[src/rtl/bbox_frustum_cull_assert.svh]
// assertion macros shared by the frustum cull rtl
`ifndef BBOX_FRUSTUM_CULL_ASSERT_SVH
`define BBOX_FRUSTUM_CULL_ASSERT_SVH
// property a implies b at the same edge
`define BFC_ASSERT_IMP(label, a, b) \
  label: assert property (@(posedge clk_i) disable iff (!rst_ni) (a) |-> (b)) \
    else $error("bfc check failed");
// property a implies b at the next edge
`define BFC_ASSERT_NXT(label, a, b) \
  label: assert property (@(posedge clk_i) disable iff (!rst_ni) (a) |=> (b)) \
    else $error("bfc check failed");
`endif

[src/rtl/bfc_pkg.sv]
// shared types and constants for the frustum cull block
`timescale 1ns / 1ps
package bfc_pkg;
  localparam int unsigned FracBits = 16;
  localparam int unsigned NumRegs  = 8;
  localparam int unsigned QDepth   = 2;
  localparam logic signed [31:0] QMax = 32'sh7fffffff;
  localparam logic signed [31:0] QMin = 32'sh80000000;
  localparam logic signed [31:0] QOne = 32'sh1 <<< FracBits;

  typedef struct packed {
    logic signed [31:0] x;
    logic signed [31:0] y;
    logic signed [31:0] z;
    logic signed [31:0] w;
    logic               last;
  } vtx_t;

  typedef struct packed {
    logic signed [59:0] t0;
    logic signed [59:0] t1;
    logic signed [59:0] t2;
    logic signed [59:0] t3;
    logic               last;
  } xform_t;
endpackage

[src/rtl/bfc_fifo.sv]
// two entry queue between transform and divide
`timescale 1ns / 1ps
`include "bbox_frustum_cull_assert.svh"
module bfc_fifo (
  input  logic             clk_i,
  input  logic             rst_ni,
  input  logic             in_valid_i,
  output logic             in_ready_o,
  input  bfc_pkg::xform_t  in_data_i,
  output logic             out_valid_o,
  input  logic             out_ready_i,
  output bfc_pkg::xform_t  out_data_o
);
  bfc_pkg::xform_t mem_q [bfc_pkg::QDepth];
  logic wp_q, rp_q;
  logic [1:0] cnt_q;
  logic push, pop;
  assign in_ready_o  = (cnt_q != 2'(bfc_pkg::QDepth));
  assign out_valid_o = (cnt_q != 2'd0);
  assign push = in_valid_i && in_ready_o;
  assign pop  = out_valid_o && out_ready_i;
  assign out_data_o = mem_q[rp_q];
  always_ff @(posedge clk_i) begin
    if (push) mem_q[wp_q] <= in_data_i;
  end
  always_ff @(posedge clk_i or negedge rst_ni) begin
    if (!rst_ni) begin
      wp_q <= 1'b0; rp_q <= 1'b0; cnt_q <= '0;
    end else begin
      if (push) wp_q <= ~wp_q;
      if (pop) rp_q <= ~rp_q;
      cnt_q <= cnt_q + 2'(push) - 2'(pop);
    end
  end
  `BFC_ASSERT_IMP(a_cnt_range, 1'b1, cnt_q <= 2'(bfc_pkg::QDepth))
  `BFC_ASSERT_NXT(a_cnt_up, push && !pop, cnt_q == $past(cnt_q) + 2'd1)
  `BFC_ASSERT_NXT(a_cnt_dn, pop && !push, cnt_q == $past(cnt_q) - 2'd1)
endmodule

[config.mk]
export PLATFORM = sky130hd
export DESIGN_NAME = bfc_fifo
export DESIGN_NICKNAME = d
export VERILOG_FILES = /design/src/rtl/bfc_pkg.sv /design/src/rtl/bfc_fifo.sv
export VERILOG_INCLUDE_DIRS = /design/src /design/src/rtl
export SDC_FILE = /design/constraint.sdc
export NUM_CORES = 1
export LEC_CHECK = 0
export BUFFER_PORTS_ARGS = -buffer_cell sky130_fd_sc_hd__buf_4
export CORE_ASPECT_RATIO = 1.5
export CORE_MARGIN = 2
export CORE_UTILIZATION = 38
export CTS_BUF_LIST = sky130_fd_sc_hd__clkbuf_4 sky130_fd_sc_hd__clkbuf_8
export DETAILED_ROUTE_END_ITERATION = 16
export GPL_TIMING_DRIVEN = 0
export PLACE_DENSITY = 0.69
export SYNTH_ARGS = -nofsm -noshare
export SYNTH_HDL_FRONTEND = slang
export SYNTH_SLANG_ARGS = --single-unit
[constraint.sdc]
create_clock -name clk_i -period 24.7 [get_ports clk_i]
set_input_delay 1.235 -clock clk_i [delete_from_list [all_inputs] [get_ports clk_i]]
set_output_delay 1.235 -clock clk_i [all_outputs]
set_load 0.05 [all_outputs]
# Word-level counts from Yosys, hierarchy flattened
# Memory sizes are Yosys's and may differ from the RTL's.
# Cells that the tools add are included.
# op_classes
addsub	2
n_eq_ne	1
n_mux	2
bitwise	2
reduce_logical	3
# op_table
operator	n
adder 2 x 1 -> 2 bit	1
logical AND 1 bit	2
2-to-1 mux 1 bit	2
inequality test 2 bit (second input constant)	1
inverter 1 bit	2
nonzero test 2 bit	1
subtractor 2 x 1 -> 2 bit	1
# word_totals
ff_bits	4
ramBits	482
inputBits	245
output_inout_bits	243
wordCells	14
mem_count	1
# mem_list
memory	words	width	read_ports	rd_ports_with_merged_regs	write_ports	line	source
mem_q	2	241	1	0	1	bfc_fifo.sv:14	bfc_pkg::xform_t mem_q [bfc_pkg::QDepth];

# Longest topological paths before layout
# depth
depth_word	4
ltp_mapped	7
ltp_nobuf	7

# Worst setup path before layout
# No wires, ideal clock.
# synth_path
kind	input-to-reg
start	input in_valid_i
end	memory mem_q[0][0] (netlist name) (enable)
setup_time_ns	0.848
arrival_time_ns	11.339
required_time_ns	23.852
slack_ns	12.512
cell_stages	2
n_path_buf	0
path_cell_list	nand2_1 -> nor2_1
# synth_via
elab_chain_len	3
# synth_rtl
item	line	source
start, declared	bfc_fifo.sv:7	input logic in_valid_i,
logical AND 1 bit	bfc_fifo.sv:20	assign push = in_valid_i && in_ready_o;
2-to-1 mux 1 bit	bfc_fifo.sv:24	if (push) mem_q[wp_q] <= in_data_i;
2-to-1 mux 1 bit (not written as such)	bfc_fifo.sv:24	
end, declared	bfc_fifo.sv:14	
# Every way passes these cells.

==> results.json <==
{
  "min_period_ns": 3.36,
  "reg2reg_slack_ns": 21.87,
  "antenna_left": 0,
  "hold_viol": 0,
  "ys_seq_area_frac": 0.795,
  "outcome": "completed",
  "reg2regPathDepth": 8,
  "period_share": 0.136,
  "ys_warn_count": 0,
  "die_area_sq_um": 50000,
  "area_growth_pct": 34.4,
  "peakVddDrop_uv": 86.6,
  "antenna_found_initial": 5,
  "tightest_slew_ns": 0.684,
  "syn_area_per_cell_sq_um": 23.9,
  "cap_viol_max_count": 0,
  "max_freq_mhz": 298,
  "fillers": 3846,
  "cts_sinks": 486,
  "power.density_nw_per_um2": 142,
  "setup_tns_ns": 0,
  "placedCellCount": 1867,
  "core_area_sq_um": 47700,
  "switchingPower_mw": 1.39,
  "viasPerCell": 4.63,
  "p_leak_nw": 9.72,
  "final_cells": 2004,
  "r2r_start": "cnt_q[1]",
  "ys_ff_latch": 486,
  "syn_inst": 767,
  "critical_path_class": "flop to primary output",
  "endpoint_kind": "primary output",
  "clk-insertion-delay-late_ns": 0.61,
  "rsz0062_at_grt": "false",
  "dpl_worst_slack_ns": 21.12,
  "wl_um": 41600,
  "port_buffers": 487,
  "die_h_um": 273,
  "seq_power_share": 0.333,
  "grt_max_degree": 59,
  "post_drt_wl_per_cell_um": 20.8,
  "h-tree-depth": 3,
  "netlist_area_sq_um": 18300,
  "nets": 1590,
  "cts_resized": 0,
  "cp.arrival_ns": 2.12,
  "start_util": 0.384,
  "post-dp-hpwl_um": 29900,
  "cp_max_fo": 10,
  "crit_end": "out_data_o[97]",
  "cp.required_ns": 23.47,
  "grt_pass1_wl_um": 59500,
  "clockBufferDepth": 3,
  "drtIter0Drc": 467,
  "place_congestion": 0.796,
  "slew_violations": 0,
  "synth.distinct_cells": 16,
  "placed_area_sq_um": 23000,
  "setup_violations": 0,
  "pwr-share-clk": 0.202,
  "cts_made_buffers": 74,
  "post-route-util": 0.516,
  "power_frac_comb": 0.466,
  "cts_tree": "built",
  "die_x_um": 183,
  "clk_pin_slew_worst_paths_ns": 0.08,
  "drive_gt1_frac": 0.632,
  "drt-pass1-iter-count": 4,
  "rows": 98,
  "final_area_sq_um": 24600,
  "postCtsSetupBuffers": 0,
  "worst_r2r_endpoint": "mem_q[0][63]",
  "grt_usage": 0.160,
  "slew_headroom": 0.543,
  "ctsHoldBuffers": 0,
  "drc": 0,
  "startpoint": "rp_q",
  "fin_ws_ns": 21.34,
  "io_pins": 488,
  "root_buffer": "clkbuf_8",
  "switching_share": 0.397,
  "grt_pass1_vias": 9962,
  "syn_nets": 1014,
  "vias": 9279,
  "fin_skew_ns": 0.0355,
  "overflow": 0,
  "seqCellArea_sq_um": 14600,
  "multi_input_area_sq_um": 3490,
  "critPathLaunchType": "flop",
  "intPower_mw": 2.11,
  "hp-class": "primary input to async pin"
}
layout by cell type, fill, tap and decap left out, drive strengths merged:
cell type  synthesis  final
xnor2              3      3
mux2             241    241
or2                1      1
and3               1      1
nor2               1      1
xor2               1      1
clkinvlp           0      1
dfrtp              4      4
and2               1      1
inv                1      5
ha                 2      2
bufinv             0      8
clkbuf             0     94
edfxtp           482    482
nand2              1      1
buf               27    527
nand2b             1      1
clkinv             0     27
diode              0      3
per-layer routing:
metal / vias to the layer above / global-route usage / routed length, um
met4: 6 / 0.0701 / 1470
met1: 4586 / 0.157 / 13800
li1: 4232 / - / -
met3: 101 / 0.0561 / 3230
met2: 354 / 0.301 / 23100
met5: - / 0 / 34
final cells by class:
class	instances	area share
inverter	1	0.000152
sequential	486	0.592
buffer	27	0.0108
multi-input combinational	253	0.142
clock buffer	94	0.0482
tap	600	0.0305
antenna	3	0.000305
clock inverter	40	0.0160
timing repair buffer	500	0.161
cell families after synthesis:
logic type	after synthesis	synth area share
fa+ha+maj	2	0.00137
xor+xnor	4	0.00191
flops	486	0.795
simple gates	6	0.00178
mux	241	0.185
buf+inv	28	0.0147
sequential cells by signal, indices dropped and copies added, names as in the netlist:
name,count
mem_q,482
cnt_q,2
rp_q,1
wp_q,1
Yosys cell counts:
library cell	number	share of area
edfxtp_1	482	0.79
mux2_4	180	0.15
mux2_2	61	0.037
buf_6	21	0.013
buf_2	6	0.0016
dfrtp_1	4	0.0055
xnor2_1	3	0.0014
ha_1	2	0.0014
and2_1	1	0.00034
and3_1	1	0.00034
inv_1	1	0.00020
nand2_1	1	0.00020
nand2b_1	1	0.00034
nor2_1	1	0.00020
or2_2	1	0.00034
xor2_1	1	0.00048
metrics by stage:
step	power, mW	hold WS [ns]
detailed placement	2.83	0.552
floorplan	2.41	0.461
CTS	3.55	0.318
global placement	2.89	0.474
finish	3.50	0.401
global route	3.63	0.356
critical path: stages (launching register included):
cell,delay (ns)
dfrtp_1,0.35
buf_6,0.17
buf_6,0.23
buf_6,0.22
mux2_4,0.33
buf_4,0.19
how the worst min path moves through the flow:
stage,startpoint,endpoint,slack (ns),cells past startpoint
after global placement,wp_q,wp_q,0.47,1
after CTS,rst_ni,cnt_q[1],0.32,1
final,rst_ni,wp_q,0.40,1
after global routing,rst_ni,rp_q,0.36,1
after floorplan,wp_q,wp_q,0.46,1
after detailed placement,cnt_q[0],cnt_q[0],0.55,1
power by group through the flow:
stage | sequential (mW) | combinational (mW) | clock [mW]
after global placement | 1.29 | 1.60 | 0
after detailed placement | 1.18 | 1.65 | 0
final | 1.16 | 1.63 | 0.706
after CTS | 1.17 | 1.65 | 0.732
after global routing | 1.18 | 1.69 | 0.764
after floorplan | 1.24 | 1.17 | 0
No activity file was read; power rests on OpenSTA's default activity.
