==> config.mk <==
export PLATFORM = sky130hd
export DESIGN_NAME = bfc_front
export DESIGN_NICKNAME = d
export VERILOG_FILES = /design/src/rtl/bfc_pkg.sv /design/src/rtl/bfc_front.sv
export VERILOG_INCLUDE_DIRS = /design/src /design/src/rtl
export SDC_FILE = /design/constraint.sdc
export NUM_CORES = 2
export LEC_CHECK = 0
export BUFFER_PORTS_ARGS = -buffer_cell sky130_fd_sc_hd__buf_2
export CELL_PAD_IN_SITES_DETAIL_PLACEMENT = 0
export CELL_PAD_IN_SITES_GLOBAL_PLACEMENT = 1
export CORE_ASPECT_RATIO = 0.75
export CORE_UTILIZATION = 38
export DETAILED_ROUTE_END_ITERATION = 12
export PLACE_DENSITY_LB_ADDON = 0.15
export SETUP_SLACK_MARGIN = 0.1
export SKIP_LAST_GASP = 1
export SLEW_MARGIN = 5
export SYNTH_ARGS = -nofsm -noshare
export SYNTH_HDL_FRONTEND = slang
export SYNTH_SLANG_ARGS = --single-unit
==> constraint.sdc <==
create_clock -name clk_i -period 23.9 [get_ports clk_i]
set_clock_uncertainty 0.1 [all_clocks]
set_input_delay 4.78 -clock clk_i [delete_from_list [all_inputs] [get_ports clk_i]]
set_output_delay 4.78 -clock clk_i [all_outputs]
set_load 0.01 [all_outputs]
==> src/rtl/bbox_frustum_cull_assert.svh <==
// assertion macros shared by the frustum cull rtl
`ifndef BBOX_FRUSTUM_CULL_ASSERT_SVH
`define BBOX_FRUSTUM_CULL_ASSERT_SVH
// property a implies b at the same edge
`define BFC_ASSERT_IMP(label, a, b) \
  label: assert property (@(posedge clk_i) disable iff (!rst_ni) (a) |-> (b)) \
    else $error("bfc check failed");
// property a implies b at the next edge
`define BFC_ASSERT_NXT(label, a, b) \
  label: assert property (@(posedge clk_i) disable iff (!rst_ni) (a) |=> (b)) \
    else $error("bfc check failed");
`endif

==> src/rtl/bfc_pkg.sv <==
// shared types and constants for the frustum cull block
`timescale 1ns / 1ps
package bfc_pkg;
  localparam int unsigned FracBits = 16;
  localparam int unsigned NumRegs  = 8;
  localparam int unsigned QDepth   = 2;
  localparam logic signed [31:0] QMax = 32'sh7fffffff;
  localparam logic signed [31:0] QMin = 32'sh80000000;
  localparam logic signed [31:0] QOne = 32'sh1 <<< FracBits;

  typedef struct packed {
    logic signed [31:0] x;
    logic signed [31:0] y;
    logic signed [31:0] z;
    logic signed [31:0] w;
    logic               last;
  } vtx_t;

  typedef struct packed {
    logic signed [59:0] t0;
    logic signed [59:0] t1;
    logic signed [59:0] t2;
    logic signed [59:0] t3;
    logic               last;
  } xform_t;
endpackage

==> src/rtl/bfc_front.sv <==
// front end: matrix transform of one vertex, one product per cycle
`timescale 1ns / 1ps
`include "bbox_frustum_cull_assert.svh"
module bfc_front (
  input  logic                clk_i,
  input  logic                rst_ni,
  input  logic                cfg_we_i,
  input  logic [2:0]          cfg_idx_i,
  input  logic [63:0]         cfg_data_i,
  input  logic                in_valid_i,
  output logic                in_ready_o,
  input  bfc_pkg::vtx_t       in_vtx_i,
  output logic                out_valid_o,
  input  logic                out_ready_i,
  output bfc_pkg::xform_t     out_xf_o
);
  typedef enum logic [1:0] {F_IDLE, F_MUL, F_OUT} fstate_e;
  fstate_e state_q;
  logic [63:0] regs_q [bfc_pkg::NumRegs];
  bfc_pkg::vtx_t vtx_q;
  logic [3:0] step_q;
  logic signed [59:0] acc_q [4];
  logic signed [31:0] v_sel, m_sel;
  logic signed [63:0] prod;
  logic signed [59:0] prod_fl;
  logic [1:0] r_sel, c_sel;
  logic [63:0] reg_sel;

  assign r_sel = step_q[3:2];
  assign c_sel = step_q[1:0];
  always_comb begin
    unique case (r_sel)
      2'd0: v_sel = vtx_q.x;
      2'd1: v_sel = vtx_q.y;
      2'd2: v_sel = vtx_q.z;
      default: v_sel = vtx_q.w;
    endcase
    reg_sel = regs_q[{r_sel, c_sel[1]}];
    m_sel = c_sel[0] ? reg_sel[63:32] : reg_sel[31:0];
  end
  assign prod = v_sel * m_sel;
  assign prod_fl = 60'(prod >>> bfc_pkg::FracBits);

  always_ff @(posedge clk_i or negedge rst_ni) begin
    if (!rst_ni) begin
      regs_q[0] <= 64'(bfc_pkg::QOne);
      regs_q[1] <= '0;
      regs_q[2] <= {bfc_pkg::QOne, 32'd0};
      regs_q[3] <= '0;
      regs_q[4] <= '0;
      regs_q[5] <= 64'(bfc_pkg::QOne);
      regs_q[6] <= '0;
      regs_q[7] <= {bfc_pkg::QOne, 32'd0};
    end else if (cfg_we_i) begin
      regs_q[cfg_idx_i] <= cfg_data_i;
    end
  end

  always_ff @(posedge clk_i or negedge rst_ni) begin
    if (!rst_ni) begin
      state_q <= F_IDLE;
      step_q  <= '0;
    end else begin
      unique case (state_q)
        F_IDLE: if (in_valid_i) begin
          vtx_q   <= in_vtx_i;
          step_q  <= '0;
          for (int i = 0; i < 4; i++) acc_q[i] <= '0;
          state_q <= F_MUL;
        end
        F_MUL: begin
          acc_q[c_sel] <= acc_q[c_sel] + prod_fl;
          step_q <= step_q + 4'd1;
          if (step_q == 4'd15) state_q <= F_OUT;
        end
        F_OUT: if (out_ready_i) state_q <= F_IDLE;
        default: state_q <= F_IDLE;
      endcase
    end
  end

  assign in_ready_o  = (state_q == F_IDLE);
  assign out_valid_o = (state_q == F_OUT);
  assign out_xf_o = '{t0: acc_q[0], t1: acc_q[1], t2: acc_q[2], t3: acc_q[3],
                      last: vtx_q.last};

  `BFC_ASSERT_NXT(a_take_mul, in_valid_i && in_ready_o, state_q == F_MUL)
  `BFC_ASSERT_IMP(a_out_excl, out_valid_o, !in_ready_o)
  `BFC_ASSERT_NXT(a_hold, out_valid_o && !out_ready_i, out_valid_o)
endmodule

### Yosys cells after proc, flatten, opt, wreduce, memory -nomap -nowiden

Memories as Yosys holds them, arrays and structs flattened.
Index checks and enable logic that the tools add are counted.

| operators by class | value |
|---|---|
| reductions and logical operators | 10 |
| magnitude comparators | 3 |
| $mul | 1 |
| mux-type cells | 22 |
| equal/unequal tests | 8 |
| bitwise logic cells | 2 |
| $add $sub $neg | 2 |

Operators with widths:

| cell | count |
|---|---|
| $bwmux 512 | 1 |
| $bmux 64 s3 | 1 |
| $demux 64 s3 | 1 |
| $mux 64 | 3 |
| $pmux 32 s3 | 1 |
| $mul 32x32->64 | 1 |
| $add 60x48->60 | 1 |
| $mux 60 | 1 |
| $reduce_or 60->1 | 1 |
| $mux 32 | 1 |
| $ge 4x4->1 const B | 2 |
| $mux 2 | 4 |
| $not 3->4 | 2 |
| $pmux 4 s2 | 1 |
| $mux 1 | 6 |
| $pmux 2 s3 | 1 |
| $reduce_and 3->1 | 2 |
| $add 4x1->4 const B | 1 |
| $eq 2x1->1 const B | 2 |
| $eq 2x2->1 const B | 2 |
| $eq 4x4->1 const B | 1 |
| $logic_not 2->1 | 2 |
| $lt 4x1->1 const B | 1 |
| $mux 4 | 1 |
| other kinds (5) | 8 |

| word-level totals | value |
|---|---|
| bits in writable memories | 240 |
| input port bits | 201 |
| register bits | 647 |
| memories | 1 |

Memory list:

| memory | depth | bits a word | rd ports | clocked after Yosys merged registers in | write ports | RTL line | text |
|---|---|---|---|---|---|---|---|
| acc_q | 4 | 60 | 5 | 0 | 4 | bfc_front.sv:22 | `logic signed [59:0] acc_q [4];` |

### Depth between registers and ports, before layout

| logic depth | value |
|---|---|
| depth in word-level cells | 8 |
| mapped depth | 51 |
| depth with buffers taken out | 43 |

### Worst setup path before layout

No wires, ideal clock.

| timing path | value |
|---|---|
| path kind | flip-flop to flip-flop |
| from | reg step_q[3] |
| to | mem acc_q[3][54] (data pin) |
| cell stages (with the launch flop) | 44 |
| setup slack | 10.419 ns |
| path buffers | 8 |
| data arrival time | 13.234 ns |
| library setup time | 0.147 ns |
| cells stage by stage | dfrtp_1 -> buf_2 -> buf_2 -> buf_1 -> buf_1 -> clkbuf_1 -> buf_1 -> mux2_2 -> o21ai_1 -> clkbuf_1 -> nor2_1 -> ha_1 -> inv_1 -> fa_1 -> fa_1 -> fa_1 -> inv_1 -> fa_1 -> [... 8 more ...] -> or2_2 -> a2111oi_0 -> o2111ai_1 -> a21boi_1 -> nor2_1 -> o21ai_1 -> a21oi_1 -> xnor2_1 -> ha_1 -> nand4_1 -> or4_1 -> a2111o_1 -> or4_4 -> a2111oi_4 -> and4b_1 -> o41a_1 -> or3_4 -> a21oi_1 |

RTL lines:

| element | RTL line | text |
|---|---|---|
| start: declaration | bfc_front.sv:21 | `logic [3:0] step_q;` |
| start signal: assignment | bfc_front.sv:73 | `step_q <= step_q + 4'd1;` |
| end: declaration | bfc_front.sv:22 |  |

==> run summary <==
Seq/Total Area, Yosys = 31.58%
most common cell after layout, fill and taps aside = fa_1
number of CTS-inserted buffers = 94
first-pass GRT wire length = 370.9 mm
die width = 518.9 um
RSZ-0062 raised after global routing = no
Yosys cell types = 78
worst hold path type = reg -> reg
hold depth = 1
# setup viols final = 0
CTS root buf = clkbuf_16
die extent in y = 389.7 um
asr flop ratio synth = 58.40%
Pre-antenna DRT Iters = 12
Syn Area/Cell = 11.46 um^2
CP peak stage delay = 0.90 ns
Num Clock Sinks = 887
Post-Syn Instances = 6,644
maximum fanout along the worst path = 126
# DRC = 6
routed len/inst = 25.89 um
Max-cap violations = 0
Synth Register Bits = 887
reg-to-reg critical path startpoint = step_q[2]
share of cells above drive strength 1 = 21.77%
status = complete, but fails checks
num rows = 141
Slew HR = 13.81%
Post-Route Hold Slack = 0.4001 ns
IO buf count = 443
postcts setup bufs = 0
total gr overflow = 0
Worst-Margin Slew = 1.293 ns
dpl hpwl = 188.2 mm
Starting Density = 38.47%
Pins Over Slew Limit = 0
GRT Util Overall = 24.97%
GP Congestion = 0.9050
Ys Warns = 0
Post-synth top flop = dfrtp_1
met2 usage = 39.27%
largest net degree at the start of global routing = 170
commonest cells after routing, fill and taps aside = fa_1 (1,082), inv_1 (979), nand2_1 (714)
Crit Path Category = reg -> reg
nets = 8,494
crit path launch = step_q[2]
clk_lat worst skew = 0.75 ns
M1 GR Usage = 35.84%
initial antenna violation count = 34
area grow syn2layout = 11.36%
placed insts = 9,520
Slowest cell on crit path = dfrtp_4
failing checks = DRC
min Tclk post-route = 15.01 ns
Hold Crit Start = regs_q[218]
Post-synth EDFFs = 369
DR iter-0 viols = 3,774
DR vias = 51,670
DIE AREA = 202,200 um^2
Worst setup SP type = flip-flop
Final Cycle Share = 62.82%
CTS clk-pin slew, worst paths = 0.06 ns
fmax = 66.61 MHz
met3 Use GR = 3.849%
CP Data Arrival Time = 15.51 ns
H-tree level count = 3
Layout Cells excl Fill = 9,700
Syn Nets = 8,167
CP most frequent cell = fa_1
Post-CTS Resized = 0
Core ar. = 197,900 um^2
Worst EP required = 24.40 ns
final hold violations = 0
drt via density = 5.327
io pins = 444
CTS Hold Bufs = 0
vias in the first global route = 54,150
TritonCTS clock tree = done
Final ANT Viol Nets = 0
Critical Path End Type = flip-flop
reg2reg path depth = 36
busiest grt layer = met2
CTS Buffer Depth = 3
setup_tns = 0 ns
Post-Syn Area = 76,150 um^2
Detailed Route WL = 251.1 mm
## Yosys cell counts, types with 49 or more instances
cell type  count  share of area, %
inv_1        980               4.8
edfxtp_1     369                15
ha_1         240               3.9
a21oi_1      139              0.91
nor2_1       662               3.3
and2_1        81              0.67
clkbuf_1     296               1.5
o21a_1        49              0.48
xnor2_1       66              0.76
mux4_2       200               5.9
o21ai_0       63              0.41
nand2_1      717               3.5
a21o_1        76              0.75
fa_1        1082                28
nand3_1       49              0.32
dfrtp_1      514                17
mux2_2       545               8.1
buf_1         54              0.27
## stage by stage
stage                     utilization, %  worst slack [ns]  cell area [um^2]
after detailed placement           41.24             8.962             81630
after CTS                          42.83             8.928             84780
after global placement             41.24             9.120             81630
after floorplan                        -             10.42             76150
after global routing               42.84             8.156             84790
final                              42.84             8.887             84800
## state kept, by name, summed over array words and instances (netlist names)
| name | count |
|---|---|
| acc_q | 240 |
| out_xf_o | 1 |
| regs_q | 512 |
| state_q | 2 |
| step_q | 4 |
| vtx_q | 128 |
## layout make-up
class                      instances  area (um^2)
fill                           18960       113100
multi-input combinational       4420        47240
sequential                       887        24060
inverter                         983         3695
timing repair buffer             585         3331
tap                             2645         3309
clock buffer                     130         2599
clock inverter                    40        544.3
antenna                           10        25.02
## critical path: cells and delay by family (launching register included)
family / cells / cell delay (ns)
adders and majority gates: 10 / 4.51
AOI/OAI and AO/OA: 10 / 3.44
and+or+nand+nor: 10 / 2.87
muxes: 2 / 1.47
buffers and inverters: 3 / 1.16
DFF: 1 / 0.90
xor gates and xnor gates: 1 / 0.15
## kinds of logic after synthesis
group           after synthesis  synth area share, %
simple gates               1711                9.480
buf+inv                    1337                6.600
fa+ha+maj                  1322                32.39
flops                       887                31.58
mux                         787                14.53
compound gates              494                4.185
xor+xnor                    106                1.239
## metal layers
layer / share of wire [%] / wire, um
met1: 45 / 112100
met3: 6.2 / 15580
met4: 2.9 / 7192
met2: 46 / 116100
met5: 0.062 / 155
## worst paths after layout
path                                      to  slack, ns
worst max-delay path            acc_q[2][58]       8.89
max in group asynchronous        regs_q[456]      17.83
min in group asynchronous        regs_q[272]       3.82
worst min-delay path             regs_q[218]       0.40
worst min register to register   regs_q[218]       0.40
worst max register to register  acc_q[2][58]       8.89
Power is not shown: default switching activity piles up to over one toggle a cycle in this logic, so the estimate is an artifact.
