**src/rtl/bbox_frustum_cull_assert.svh**
```systemverilog
// assertion macros shared by the frustum cull rtl
`ifndef BBOX_FRUSTUM_CULL_ASSERT_SVH
`define BBOX_FRUSTUM_CULL_ASSERT_SVH
// property a implies b at the same edge
`define BFC_ASSERT_IMP(label, a, b) \
  label: assert property (@(posedge clk_i) disable iff (!rst_ni) (a) |-> (b)) \
    else $error("bfc check failed");
// property a implies b at the next edge
`define BFC_ASSERT_NXT(label, a, b) \
  label: assert property (@(posedge clk_i) disable iff (!rst_ni) (a) |=> (b)) \
    else $error("bfc check failed");
`endif

```
**src/rtl/bfc_pkg.sv**
```systemverilog
// shared types and constants for the frustum cull block
`timescale 1ns / 1ps
package bfc_pkg;
  localparam int unsigned FracBits = 16;
  localparam int unsigned NumRegs  = 8;
  localparam int unsigned QDepth   = 2;
  localparam logic signed [31:0] QMax = 32'sh7fffffff;
  localparam logic signed [31:0] QMin = 32'sh80000000;
  localparam logic signed [31:0] QOne = 32'sh1 <<< FracBits;

  typedef struct packed {
    logic signed [31:0] x;
    logic signed [31:0] y;
    logic signed [31:0] z;
    logic signed [31:0] w;
    logic               last;
  } vtx_t;

  typedef struct packed {
    logic signed [59:0] t0;
    logic signed [59:0] t1;
    logic signed [59:0] t2;
    logic signed [59:0] t3;
    logic               last;
  } xform_t;
endpackage

```
**src/rtl/bfc_back.sv**
```systemverilog
// back end: three restoring divides, running extremes and verdict
`timescale 1ns / 1ps
`include "bbox_frustum_cull_assert.svh"
module bfc_back (
  input  logic             clk_i,
  input  logic             rst_ni,
  input  logic             in_valid_i,
  output logic             in_ready_o,
  input  bfc_pkg::xform_t  in_xf_i,
  output logic             out_valid_o,
  input  logic             out_ready_i,
  output logic             visible_o,
  output logic             sat_o
);
  typedef enum logic [2:0] {B_IDLE, B_SETUP, B_DIV, B_UPD, B_OUT} bstate_e;
  bstate_e state_q;
  bfc_pkg::xform_t xf_q;
  logic [1:0] ax_q;
  logic [6:0] cnt_q;
  logic [58:0] nt_q, nw_q;
  logic [59:0] rem_q;
  logic [74:0] quo_q;
  logic neg_q, zero_w_q;
  logic signed [31:0] mn_q [3];
  logic signed [31:0] mx_q [3];
  logic sat_q, vis_q, osat_q;
  logic signed [59:0] t_sel;
  logic [59:0] rem_sh, rem_sub;
  logic signed [31:0] q;
  logic q_sat;
  logic vis_c;
  localparam int unsigned Iters = 59 + bfc_pkg::FracBits;
  localparam logic [74:0] IntLim = 75'(1) << (32 - bfc_pkg::FracBits);

  always_comb begin
    unique case (ax_q)
      2'd0: t_sel = xf_q.t0;
      2'd1: t_sel = xf_q.t1;
      default: t_sel = xf_q.t2;
    endcase
  end
  // numerator t<<frac fed one bit per step, msb first
  assign rem_sh = {rem_q[58:0],
                   (cnt_q < 7'd59) ? nt_q[6'(7'd58 - cnt_q)] : 1'b0};
  assign rem_sub = rem_sh - {1'b0, nw_q};

  always_comb begin
    q_sat = 1'b0;
    q = '0;
    if (zero_w_q) begin
      q_sat = 1'b1;
      q = (t_sel > 0) ? bfc_pkg::QMax : ((t_sel < 0) ? bfc_pkg::QMin : '0);
    end else if ((quo_q >> bfc_pkg::FracBits) >= IntLim) begin
      q_sat = 1'b1;
      q = neg_q ? bfc_pkg::QMin : bfc_pkg::QMax;
    end else if (neg_q) begin
      if (quo_q > 75'h80000000) begin
        q_sat = 1'b1; q = bfc_pkg::QMin;
      end else q = 32'(-quo_q);
    end else if (quo_q > 75'h7fffffff) begin
      q_sat = 1'b1; q = bfc_pkg::QMax;
    end else q = quo_q[31:0];
  end

  always_comb begin
    vis_c = 1'b1;
    for (int i = 0; i < 3; i++)
      if (mn_q[i] > bfc_pkg::QOne || mx_q[i] < -bfc_pkg::QOne) vis_c = 1'b0;
  end

  always_ff @(posedge clk_i or negedge rst_ni) begin
    if (!rst_ni) begin
      state_q <= B_IDLE;
      ax_q <= '0; cnt_q <= '0; sat_q <= 1'b0;
      for (int i = 0; i < 3; i++) begin
        mn_q[i] <= bfc_pkg::QMax; mx_q[i] <= bfc_pkg::QMin;
      end
      vis_q <= 1'b0; osat_q <= 1'b0;
    end else begin
      unique case (state_q)
        B_IDLE: if (in_valid_i && in_ready_o) begin
          xf_q <= in_xf_i; ax_q <= '0; state_q <= B_SETUP;
        end
        B_SETUP: begin
          nt_q <= t_sel[59] ? 59'(-t_sel) : t_sel[58:0];
          nw_q <= xf_q.t3[59] ? 59'(-xf_q.t3) : xf_q.t3[58:0];
          neg_q <= t_sel[59] ^ xf_q.t3[59];
          zero_w_q <= (xf_q.t3 == '0);
          rem_q <= '0; quo_q <= '0; cnt_q <= '0;
          state_q <= (xf_q.t3 == '0) ? B_UPD : B_DIV;
        end
        B_DIV: begin
          if (!rem_sub[59]) begin
            rem_q <= rem_sub; quo_q <= {quo_q[73:0], 1'b1};
          end else begin
            rem_q <= rem_sh; quo_q <= {quo_q[73:0], 1'b0};
          end
          cnt_q <= cnt_q + 7'd1;
          if (cnt_q == 7'(Iters - 1)) state_q <= B_UPD;
        end
        B_UPD: begin
          if (q < mn_q[ax_q]) mn_q[ax_q] <= q;
          if (q > mx_q[ax_q]) mx_q[ax_q] <= q;
          if (q_sat) sat_q <= 1'b1;
          if (ax_q == 2'd2) state_q <= xf_q.last ? B_OUT : B_IDLE;
          else begin
            ax_q <= ax_q + 2'd1; state_q <= B_SETUP;
          end
        end
        B_OUT: begin
          vis_q <= vis_c; osat_q <= sat_q;
          for (int i = 0; i < 3; i++) begin
            mn_q[i] <= bfc_pkg::QMax; mx_q[i] <= bfc_pkg::QMin;
          end
          sat_q <= 1'b0;
          state_q <= B_IDLE;
        end
        default: state_q <= B_IDLE;
      endcase
    end
  end

  // result register decoupled from the divider
  logic ovalid_q;
  always_ff @(posedge clk_i or negedge rst_ni) begin
    if (!rst_ni) ovalid_q <= 1'b0;
    else if (state_q == B_OUT) ovalid_q <= 1'b1;
    else if (out_ready_i) ovalid_q <= 1'b0;
  end
  assign in_ready_o  = (state_q == B_IDLE) && !(ovalid_q && !out_ready_i);
  assign out_valid_o = ovalid_q;
  assign visible_o   = vis_q;
  assign sat_o       = osat_q;

  `BFC_ASSERT_NXT(a_out_set, state_q == B_OUT, out_valid_o)
  `BFC_ASSERT_IMP(a_zero_nodiv, state_q == B_DIV, !zero_w_q)
  `BFC_ASSERT_NXT(a_clear, state_q == B_OUT, !sat_q)
endmodule

```
**config.mk**
```make
export PLATFORM = sky130hd
export DESIGN_NAME = bfc_back
export DESIGN_NICKNAME = d
export VERILOG_FILES = /design/src/rtl/bfc_pkg.sv /design/src/rtl/bfc_back.sv
export VERILOG_INCLUDE_DIRS = /design/src /design/src/rtl
export SDC_FILE = /design/constraint.sdc
export NUM_CORES = 1
export LEC_CHECK = 0
export ABC_AREA = 1
export ABC_CLOCK_PERIOD_IN_PS = 13200
export BUFFER_PORTS_ARGS = -buffer_cell sky130_fd_sc_hd__buf_2
export CAP_MARGIN = 20
export CORE_MARGIN = 2
export CORE_UTILIZATION = 50
export DETAILED_ROUTE_END_ITERATION = 10
export PLACE_DENSITY = 0.67
export SLEW_MARGIN = 0
export SYNTH_ARGS = -nofsm -noshare
export SYNTH_HDL_FRONTEND = slang
export SYNTH_SLANG_ARGS = --single-unit
```
**constraint.sdc**
```tcl
create_clock -name clk_i -period 13.2 [get_ports clk_i]
set_clock_uncertainty 0.05 [all_clocks]
set_input_delay 1.32 -clock clk_i [delete_from_list [all_inputs] [get_ports clk_i]]
set_output_delay 1.32 -clock clk_i [all_outputs]
set_load 0.03 [all_outputs]
```
## Yosys cells after proc, flatten, opt, wreduce, memory -nomap -nowiden

Cells that the tools add are included.

- Equal/unequal tests: 13
- $lt $le $gt $ge: 17
- Bitwise operators: 2
- Multiplexer cells: 54
- Add/sub/neg operators: 7
- Reductions and logical operators: 24

Operator list:

| kind | count |
|---|---|
| $mux W32 | 13 |
| $pmux W96 S2 | 2 |
| $bwmux W96 | 2 |
| $mux W96 | 2 |
| $mux W59 | 3 |
| $pmux W75 S2 | 1 |
| $bmux W32 S2 | 2 |
| $pmux W60 S2 | 1 |
| $neg A59 Y59 | 2 |
| $pmux W59 S2 | 1 |
| $gt A32 B18 Y1 const B | 3 |
| $lt A32 B17 Y1 const B | 3 |
| $gt A75 B31 Y1 const B | 1 |
| $gt A75 B32 Y1 const B | 1 |
| $demux W32 S2 | 1 |
| $gt A60 B1 Y1 const B | 1 |
| $logic_not A60 Y1 | 1 |
| $lt A60 B1 Y1 const B | 1 |
| $sub A60 B59 Y60 | 1 |
| $ge A59 B17 Y1 const B | 1 |
| $gt A32 B32 Y1 | 1 |
| $lt A32 B32 Y1 | 1 |
| $neg A32 Y32 | 1 |
| $mux W1 | 15 |
| other kinds (31) | 56 |

- Bits of input ports: 245
- Logic and storage cells: 141
- Register bits after elaboration: 703

## Logic depth before layout (Yosys ltp)

Gate-level depths: netlist (run 1).

- Depth in word-level cells: 9
- Depth in mapped cells: 39
- Gate-level depth less buffers: 34

## Worst setup path before layout (run 1)

No wires, ideal clock.

- Path kind: input -> register
- Start point: in out_ready_i
- End point: reg xf_q[0] in the netlist's numbering (enable)
- Path slack: 0.422 ns
- Cell stages on the path: 5
- Data arrival time: 11.880 ns
- Cells stage by stage: inv_1 -> nand2_1 -> and3_1 -> nand2_1 -> nor2_1

- Word-level cells in the longest chain between the ends: 6

Ends and longest elaborated chain:

| what | RTL line | RTL |
|---|---|---|
| start: declaration | bfc_back.sv:11 | `input logic out_ready_i,` |
| $logic_not A1 Y1 | bfc_back.sv:130 | `assign in_ready_o = (state_q == B_IDLE) && !(ovalid_q && !out_ready_i);` |
| $logic_and A1 B1 Y1 | bfc_back.sv:130 |  |
| $logic_not A1 Y1 | bfc_back.sv:130 |  |
| $logic_and A1 B1 Y1 | bfc_back.sv:130 |  |
| via in_ready_o | bfc_back.sv:8 | `output logic in_ready_o,` |
| $logic_and A1 B1 Y1 | bfc_back.sv:81 | `B_IDLE: if (in_valid_i && in_ready_o) begin` |
| $reduce_and A3 Y1 (no line) | - |  |
| end signal: assignment | bfc_back.sv:82 | `xf_q <= in_xf_i; ax_q <= '0; state_q <= B_SETUP;` |
| end: declaration | bfc_back.sv:17 | `bfc_pkg::xform_t xf_q;` |

The timed path passes the listed nets, and every way through them passes these cells.
A chain may end at the register's enable or synchronous reset.

## Worst setup path after layout (run 1)

- Start point: reg ax_q[1]
- End point: reg mn_q[7] in the netlist's numbering

- Word-level cells in the longest chain between the ends: 9

Ends and longest elaborated chain:

| what | RTL line | RTL |
|---|---|---|
| start: declaration | bfc_back.sv:18 | `logic [1:0] ax_q;` |
| start signal: assignment | bfc_back.sv:74 | `ax_q <= '0; cnt_q <= '0; sat_q <= 1'b0;` |
| start signal: assignment | bfc_back.sv:82 |  |
| start signal: assignment | bfc_back.sv:107 | `ax_q <= ax_q + 2'd1; state_q <= B_SETUP;` |
| $eq A2 B1 Y1 or $logic_not A2 Y1 (tied branches) | bfc_back.sv:36 | `unique case (ax_q)` |
| $pmux W60 S2 * | bfc_back.sv:36 |  |
| via t_sel[0] | bfc_back.sv:27 | `logic signed [59:0] t_sel;` |
| $lt A60 B1 Y1 | bfc_back.sv:52 | `q = (t_sel > 0) ? bfc_pkg::QMax : ((t_sel < 0) ? bfc_pkg::QMin : '0);` |
| $mux W32 | bfc_back.sv:52 |  |
| $mux W32 * | bfc_back.sv:52 |  |
| $mux W32 * | bfc_back.sv:50 | `if (zero_w_q) begin` |
| $lt A32 B32 Y1 | bfc_back.sv:102 | `if (q < mn_q[ax_q]) mn_q[ax_q] <= q;` |
| $ne A2 B2 Y1 (no line) | - |  |
| $reduce_and A2 Y1 (no line) | - |  |
| end signal: indexed assignment | bfc_back.sv:76 | `mn_q[i] <= bfc_pkg::QMax; mx_q[i] <= bfc_pkg::QMin;` |
| end signal: indexed assignment | bfc_back.sv:113 | `mn_q[i] <= bfc_pkg::QMax; mx_q[i] <= bfc_pkg::QMin;` |
| end: declaration | bfc_back.sv:24 | `logic signed [31:0] mn_q [3];` |

Mark *: on every way through the listed nets, which the timed path passes. The rest lies on a longest branch. The select of a mux whose other input is x is not followed.

==> results of run 1 <==
[worst register-to-register path, delay by kind of cell, from the launching register on]
kind,cells,cell delay (ns)
AO/OA/AOI/OAI,5,1.44
adder cells (fa/ha/maj),3,1.10
AND/OR/NAND/NOR,17,3.16
buffers and inverters,5,2.05
flip-flops,1,0.39
[kinds of logic (layout without fill, tap and decap cells)]
family | Yosys count | count (layout) | synth area share [%]
AOI/OAI and AO/OA | 756 | 756 | 11.5
xor gates and xnor gates | 181 | 181 | 4.16
adders and majority gates | 132 | 132 | 4.35
buffers and inverters | 657 | 926 | 6.89
DFF | 703 | 703 | 53.0
muxes | 1 | 1 | 0.0296
and+or+nand+nor | 1872 | 1872 | 20.0
[routing by layer]
metal	part of all wire (%)	routed length, um	vias to the layer above	track usage (%)
met5	0	0	-	0
met3	8.4	8690	180	5.02
met2	44	45500	1293	39.9
met1	45	46500	14777	38.7
met4	2.6	2740	0	7.53
li1	-	-	14908	-
[where the power goes]
part           switching, mW  leakage, nW  internal (mW)
Sequential             0.336         7.09           3.23
Combinational           3.11         10.0           1.47
Clock                  0.963         1.32           1.35
Total                   4.41         18.4           6.06
[registers in the layout (all words and copies together), names as in the netlist, 2 cells and up]
| register | cells |
|---|---|
| ax_q | 2 |
| cnt_q | 7 |
| mn_q | 96 |
| mx_q | 96 |
| nt_q | 59 |
| nw_q | 59 |
| quo_q | 75 |
| rem_q | 59 |
| state_q | 3 |
| xf_q | 241 |
[synth_stat cells, types with 5 or more instances]
cell / instances / area share (%)
edfxtp_1: 495 / 39
a21oi_2: 9 / 0.21
a21o_1: 6 / 0.12
or4_1: 7 / 0.14
a21oi_1: 268 / 3.5
o21a_1: 5 / 0.099
o221ai_1: 19 / 0.44
clkbuf_1: 95 / 0.94
dfrtp_1: 112 / 7.4
buf_6: 14 / 0.41
nand2_1: 1113 / 11
ha_1: 131 / 4.3
dfstp_2: 96 / 6.6
o22ai_1: 99 / 1.6
xor2_1: 94 / 2.2
nand4_1: 39 / 0.64
o21ai_1: 8 / 0.11
o211ai_1: 15 / 0.30
nand3_1: 113 / 1.5
a22oi_1: 36 / 0.71
xnor2_1: 87 / 2.0
o21ai_0: 205 / 2.7
a2bb2oi_1: 9 / 0.21
nor4_1: 49 / 0.80
a31oi_1: 32 / 0.53
buf_2: 33 / 0.43
nor2_1: 454 / 4.5
nor3_1: 64 / 0.84
a211oi_1: 6 / 0.12
nand2_2: 5 / 0.082
a21boi_0: 5 / 0.099
buf_1: 16 / 0.16
inv_1: 490 / 4.8
[worst paths after layout]
path / endpoint / slack (ns) / startpoint / cells after the start
max in group asynchronous: ax_q[1] / 10.95 / rst_ni / 2
min in group asynchronous: mx_q[54] / 0.69 / rst_ni / 1
min reg2reg: mn_q[60] / 0.41 / mn_q[60] / 2
max reg2reg: mn_q[7] / 4.93 / ax_q[1] / 30
max: mn_q[7] / 4.93 / ax_q[1] / 30
min: mn_q[60] / 0.41 / mn_q[60] / 2
[stage by stage]
stage,util [%],hold slack (ns),setup WS (ns)
4_1_cts,56.7,0.413,5.03
3_5_place_dp,53.0,0.403,5.09
5_1_grt,56.7,0.430,4.32
2_1_floorplan,-,0.376,0.422
6_report,56.7,0.410,4.93
3_3_place_gp,53.0,0.400,5.24
[cell type report]
class,instances,share of cell area [%]
inverter,496,4.34
multi-input combinational,2942,35.8
clock buffer,97,5.01
timing repair buffer,281,3.52
tap,978,2.85
sequential,703,47.1
clock inverter,52,1.43
==> impl_metrics.json, run 1 <==
{
  "track_usage_pct": 26.4,
  "status": "complete, no violations",
  "crit_required_ns": 13.72,
  "slew_violations": 0,
  "fin_crit_ns": 8.27,
  "grt_pass1_wl_um": 164000,
  "crit_path_max_fanout": 64,
  "vias": 31158,
  "diodes": 0,
  "place.gp.congestion": 0.936,
  "drt_iter0_drc": 3529,
  "drv_cap": 0,
  "critPathCaptureType": "flip-flop",
  "cp_common_cell": "nand2_1",
  "cts_sinks": 703,
  "worst_pin_slew_ns": 1.12,
  "synth.avg_cell_area_um2": 8.86,
  "most-common-layout-cells": "nand2_1 (1,112), edfxtp_1 (495), inv_1 (487)",
  "grt_overflow": 0,
  "final_cell_area_um2": 42900,
  "dieArea_um2": 78400,
  "synth_edf_count": 495,
  "clk_pin_slew_ns": 0.06,
  "crit_family": "simple AND/OR/NAND/NOR gates",
  "cts_root_buffer": "clkbuf_16",
  "cts_tree": "built",
  "die_w_um": 280,
  "synth_cell_type_count": 62,
  "ys_ff_latch": 703,
  "rsz0062_at_grt": "no",
  "max_stage_delay_ns": 0.69,
  "setup_viol": 0,
  "grt_antenna_before_repair": 0,
  "portBuffers": 248,
  "start_util_pct": 50.3,
  "clk_path_buf_depth": 3,
  "hold_class": "reg -> reg",
  "worstSetupPathType": "reg -> reg",
  "synth_nets": 4679,
  "synth_warnings": 0,
  "cts_setup_buffers": 0,
  "netlist_instances": 4302,
  "powerDensity_nw_per_um2": 244,
  "drive_gt1_share_pct": 12.0,
  "cp.arrival_ns": 8.79,
  "wirelength_um": 103000,
  "cts_buffers": 81,
  "yosysSeqAreaShare_pct": 53.0,
  "hpwlAfterDp_um": 70900,
  "rows": 101,
  "syn_to_final_growth_pct": 12.6,
  "crit_buf_inv": 5,
  "p_total_mw": 10.5,
  "clock_latency_ns": 0.66,
  "hold_buffers": 0,
  "drc": 0,
  "cpMaxStageDelayCell": "nand2_2",
  "fillCellCount": 6749,
  "grt_max_degree": 169,
  "leakage_nw": 18.4,
  "hold_violations": 0,
  "vdd_drop_max_mv": 0.162,
  "layout.nets": 4882,
  "finalNonFillerCells": 5549,
  "placedCellCount": 5400,
  "die_h_um": 280,
  "maxClockFrequency_mhz": 121,
  "max_slew_margin_pct": 25.0,
  "postCtsResizedCells": 0,
  "cts_max_level": 3,
  "viasPerCell": 5.62,
  "async_flop_share_pct": 29.6,
  "ant_nets": 0,
  "seq_area_um2": 20200,
  "ys.flop_type": "edfxtp_1",
  "multi_input_area_um2": 15400,
  "core_area_um2": 75700,
  "dpl_cell_area_um2": 40100,
  "startpoint_type": "flip-flop",
  "first_global_vias": 29973,
  "finalSetupTns_ns": 0,
  "synth_area_um2": 38100,
  "drt-wirelength-per-cell_um": 18.6,
  "timing.final.crit_share_pct": 62.7,
  "final_common_cell": "nand2_1",
  "drtPass1Iterations": 5,
  "io_pins": 249
}
Power figures use the tool's default switching activity.
==> run 2, diff against run 1 <==
--- a/config.mk
+++ b/config.mk
@@ -7,7 +7,7 @@
 export NUM_CORES = 1
 export LEC_CHECK = 0
 export ABC_AREA = 1
-export ABC_CLOCK_PERIOD_IN_PS = 13200
+export ABC_CLOCK_PERIOD_IN_PS = 8600
 export BUFFER_PORTS_ARGS = -buffer_cell sky130_fd_sc_hd__buf_2
 export CAP_MARGIN = 20
 export CORE_MARGIN = 2
==> constraint.sdc (replaced) <==
create_clock -name clk_i -period 8.6 [get_ports clk_i]
set_clock_uncertainty 0.05 [all_clocks]
set_input_delay 0.86 -clock clk_i [delete_from_list [all_inputs] [get_ports clk_i]]
set_output_delay 0.86 -clock clk_i [all_outputs]
set_load 0.03 [all_outputs]
==> impl_metrics.json, run 2 (synthesized netlist as in run 1, its figures left out) <==
{
  "core_area_um2": 75700,
  "vias": 30849,
  "timing.final.crit_share_pct": 87.5,
  "worstSetupPathType": "reg -> reg",
  "rsz0062_at_grt": "no",
  "hold_violations": 0,
  "largest_register_ffs": 241,
  "drc": 0,
  "syn_to_final_growth_pct": 12.8,
  "cp_common_cell": "nand2_1",
  "max_slew_margin_pct": 25.2,
  "portBuffers": 248,
  "ant_nets": 0,
  "track_usage_pct": 26.4,
  "switchingPower_mw": 6.76,
  "cts_root_buffer": "clkbuf_16",
  "most-common-layout-cells": "nand2_1 (1,112), edfxtp_1 (495), inv_1 (487)",
  "drt-wirelength-per-cell_um": 18.6,
  "grt_max_degree": 179,
  "drive_gt1_share_pct": 12.3,
  "die_h_um": 280,
  "die_w_um": 280,
  "cts_setup_buffers": 0,
  "fin_crit_ns": 7.53,
  "clk_pin_slew_ns": 0.06,
  "max_stage_delay_ns": 0.68,
  "wirelength_um": 103000,
  "clk_path_buf_depth": 3,
  "internal_power_mw": 9.32,
  "largest-register": "xf_q",
  "final_cell_area_um2": 43000,
  "largest_registers": "xf_q (241), mn_q (96), mx_q (96)",
  "hold_class": "in -> async",
  "post-place-ws_ns": 1.27,
  "first_global_vias": 29999,
  "p_comb_share_pct": 44.1,
  "rr_startpoint": "ax_q[1]",
  "leakage_nw": 18.5,
  "grt_overflow": 0,
  "cts_tree": "built",
  "startpoint_type": "flip-flop",
  "hold_buffers": 0,
  "drtPass1Iterations": 6,
  "clock_latency_ns": 0.67,
  "cp.arrival_ns": 8.05,
  "viasPerCell": 5.55,
  "crit_required_ns": 9.13,
  "start_util_pct": 50.3,
  "status": "complete, no violations",
  "setup_viol": 0,
  "layout.nets": 4888,
  "critPathCaptureType": "flip-flop",
  "cpMaxStageDelayCell": "a31oi_1",
  "drt_iter0_drc": 3085,
  "place.gp.congestion": 0.940,
  "rows": 101,
  "io_pins": 249,
  "crit_path_max_fanout": 38,
  "worst_pin_slew_ns": 1.12,
  "grt_pass1_wl_um": 164000,
  "vdd_drop_max_mv": 0.254,
  "cts_buffers": 79,
  "worst_slack_ns": 1.07,
  "powerDensity_nw_per_um2": 374,
  "p_seq_share_pct": 34.0,
  "diodes": 0,
  "postCtsResizedCells": 0,
  "grt_antenna_before_repair": 5,
  "slew_violations": 0,
  "drv_cap": 0,
  "cts_max_level": 3,
  "switching_share_pct": 42.0,
  "cts_sinks": 703,
  "finalSetupTns_ns": 0,
  "dieArea_um2": 78400,
  "hpwlAfterDp_um": 71000,
  "setup.worst_path.start": "ax_q[1]",
  "final_common_cell": "nand2_1",
  "dpl_cell_area_um2": 40200,
  "clkPwrFrac_pct": 21.9,
  "maxClockFrequency_mhz": 133
}
run 2: cell types whose count changed in the layout (fill, tap and decap cells not counted), moves of 2 or more:
cell	change
clkinv_1	-6
inv_16	+2
clkinv_8	-2
buf_4	+5
buf_12	+3
clkbuf_16	-3
clkinv_2	+6
run 2: power groups by stage:
stage	Sequential (mW)	Clock [mW]	Combinational, mW
final	5.46	3.53	7.09
after detailed placement	5.51	0	6.97
after CTS	5.46	3.59	7.01
after global routing	5.56	3.71	7.97
after global placement	5.50	0	6.88
after floorplan	5.42	0	5.14
run 2: worst max-delay path, delay by kind of cell, from the launching register on:
kind | cells | cell delay [ns]
xor+xnor | 1 | 0.16
buf+inv | 6 | 1.87
compound gates | 9 | 2.20
flops | 1 | 0.40
fa+ha+maj | 2 | 0.87
simple gates | 14 | 1.79
run 2: per-layer routing:
| layer | global-route usage (%) | routed length [um] |
|---|---|---|
| met1 | 37.6 | 46600 |
| met2 | 40.7 | 45600 |
| met3 | 4.96 | 7710 |
| met4 | 8.90 | 3280 |
| met5 | 0 | 52 |
run 2: worst paths after layout:
path | end | slack [ns] | cells past startpoint
max reg2reg | mx_q[77] | 1.07 | 32
max | mx_q[77] | 1.07 | 32
max in group asynchronous | ax_q[0] | 6.93 | 2
min in group clk_i | xf_q[240] | 0.32 | 1
min reg2reg | mn_q[89] | 0.41 | 2
min | mx_q[25] | 0.19 | 1
run 2: metrics by stage:
| stage | hold WS (ns) | utilization (%) | cells | total power, mW |
|---|---|---|---|---|
| after global placement | 0.402 | 53.1 | 5407 | 12.4 |
| after global routing | 0.236 | 56.8 | 5555 | 17.2 |
| after floorplan | 0.376 | - | 4302 | 10.6 |
| after detailed placement | 0.404 | 53.1 | 5407 | 12.5 |
| final | 0.190 | 56.8 | 5555 | 16.1 |
| after CTS | 0.211 | 56.8 | 5554 | 16.1 |
run 2: area by class of cell:
| cell class | instances | area [um2] |
|---|---|---|
| sequential | 703 | 20200 |
| fill | 6620 | 32700 |
| tap | 978 | 1220 |
| inverter | 496 | 1860 |
| clock inverter | 54 | 669 |
| clock buffer | 93 | 2070 |
| multi-input combinational | 2942 | 15400 |
| timing repair buffer | 289 | 1610 |
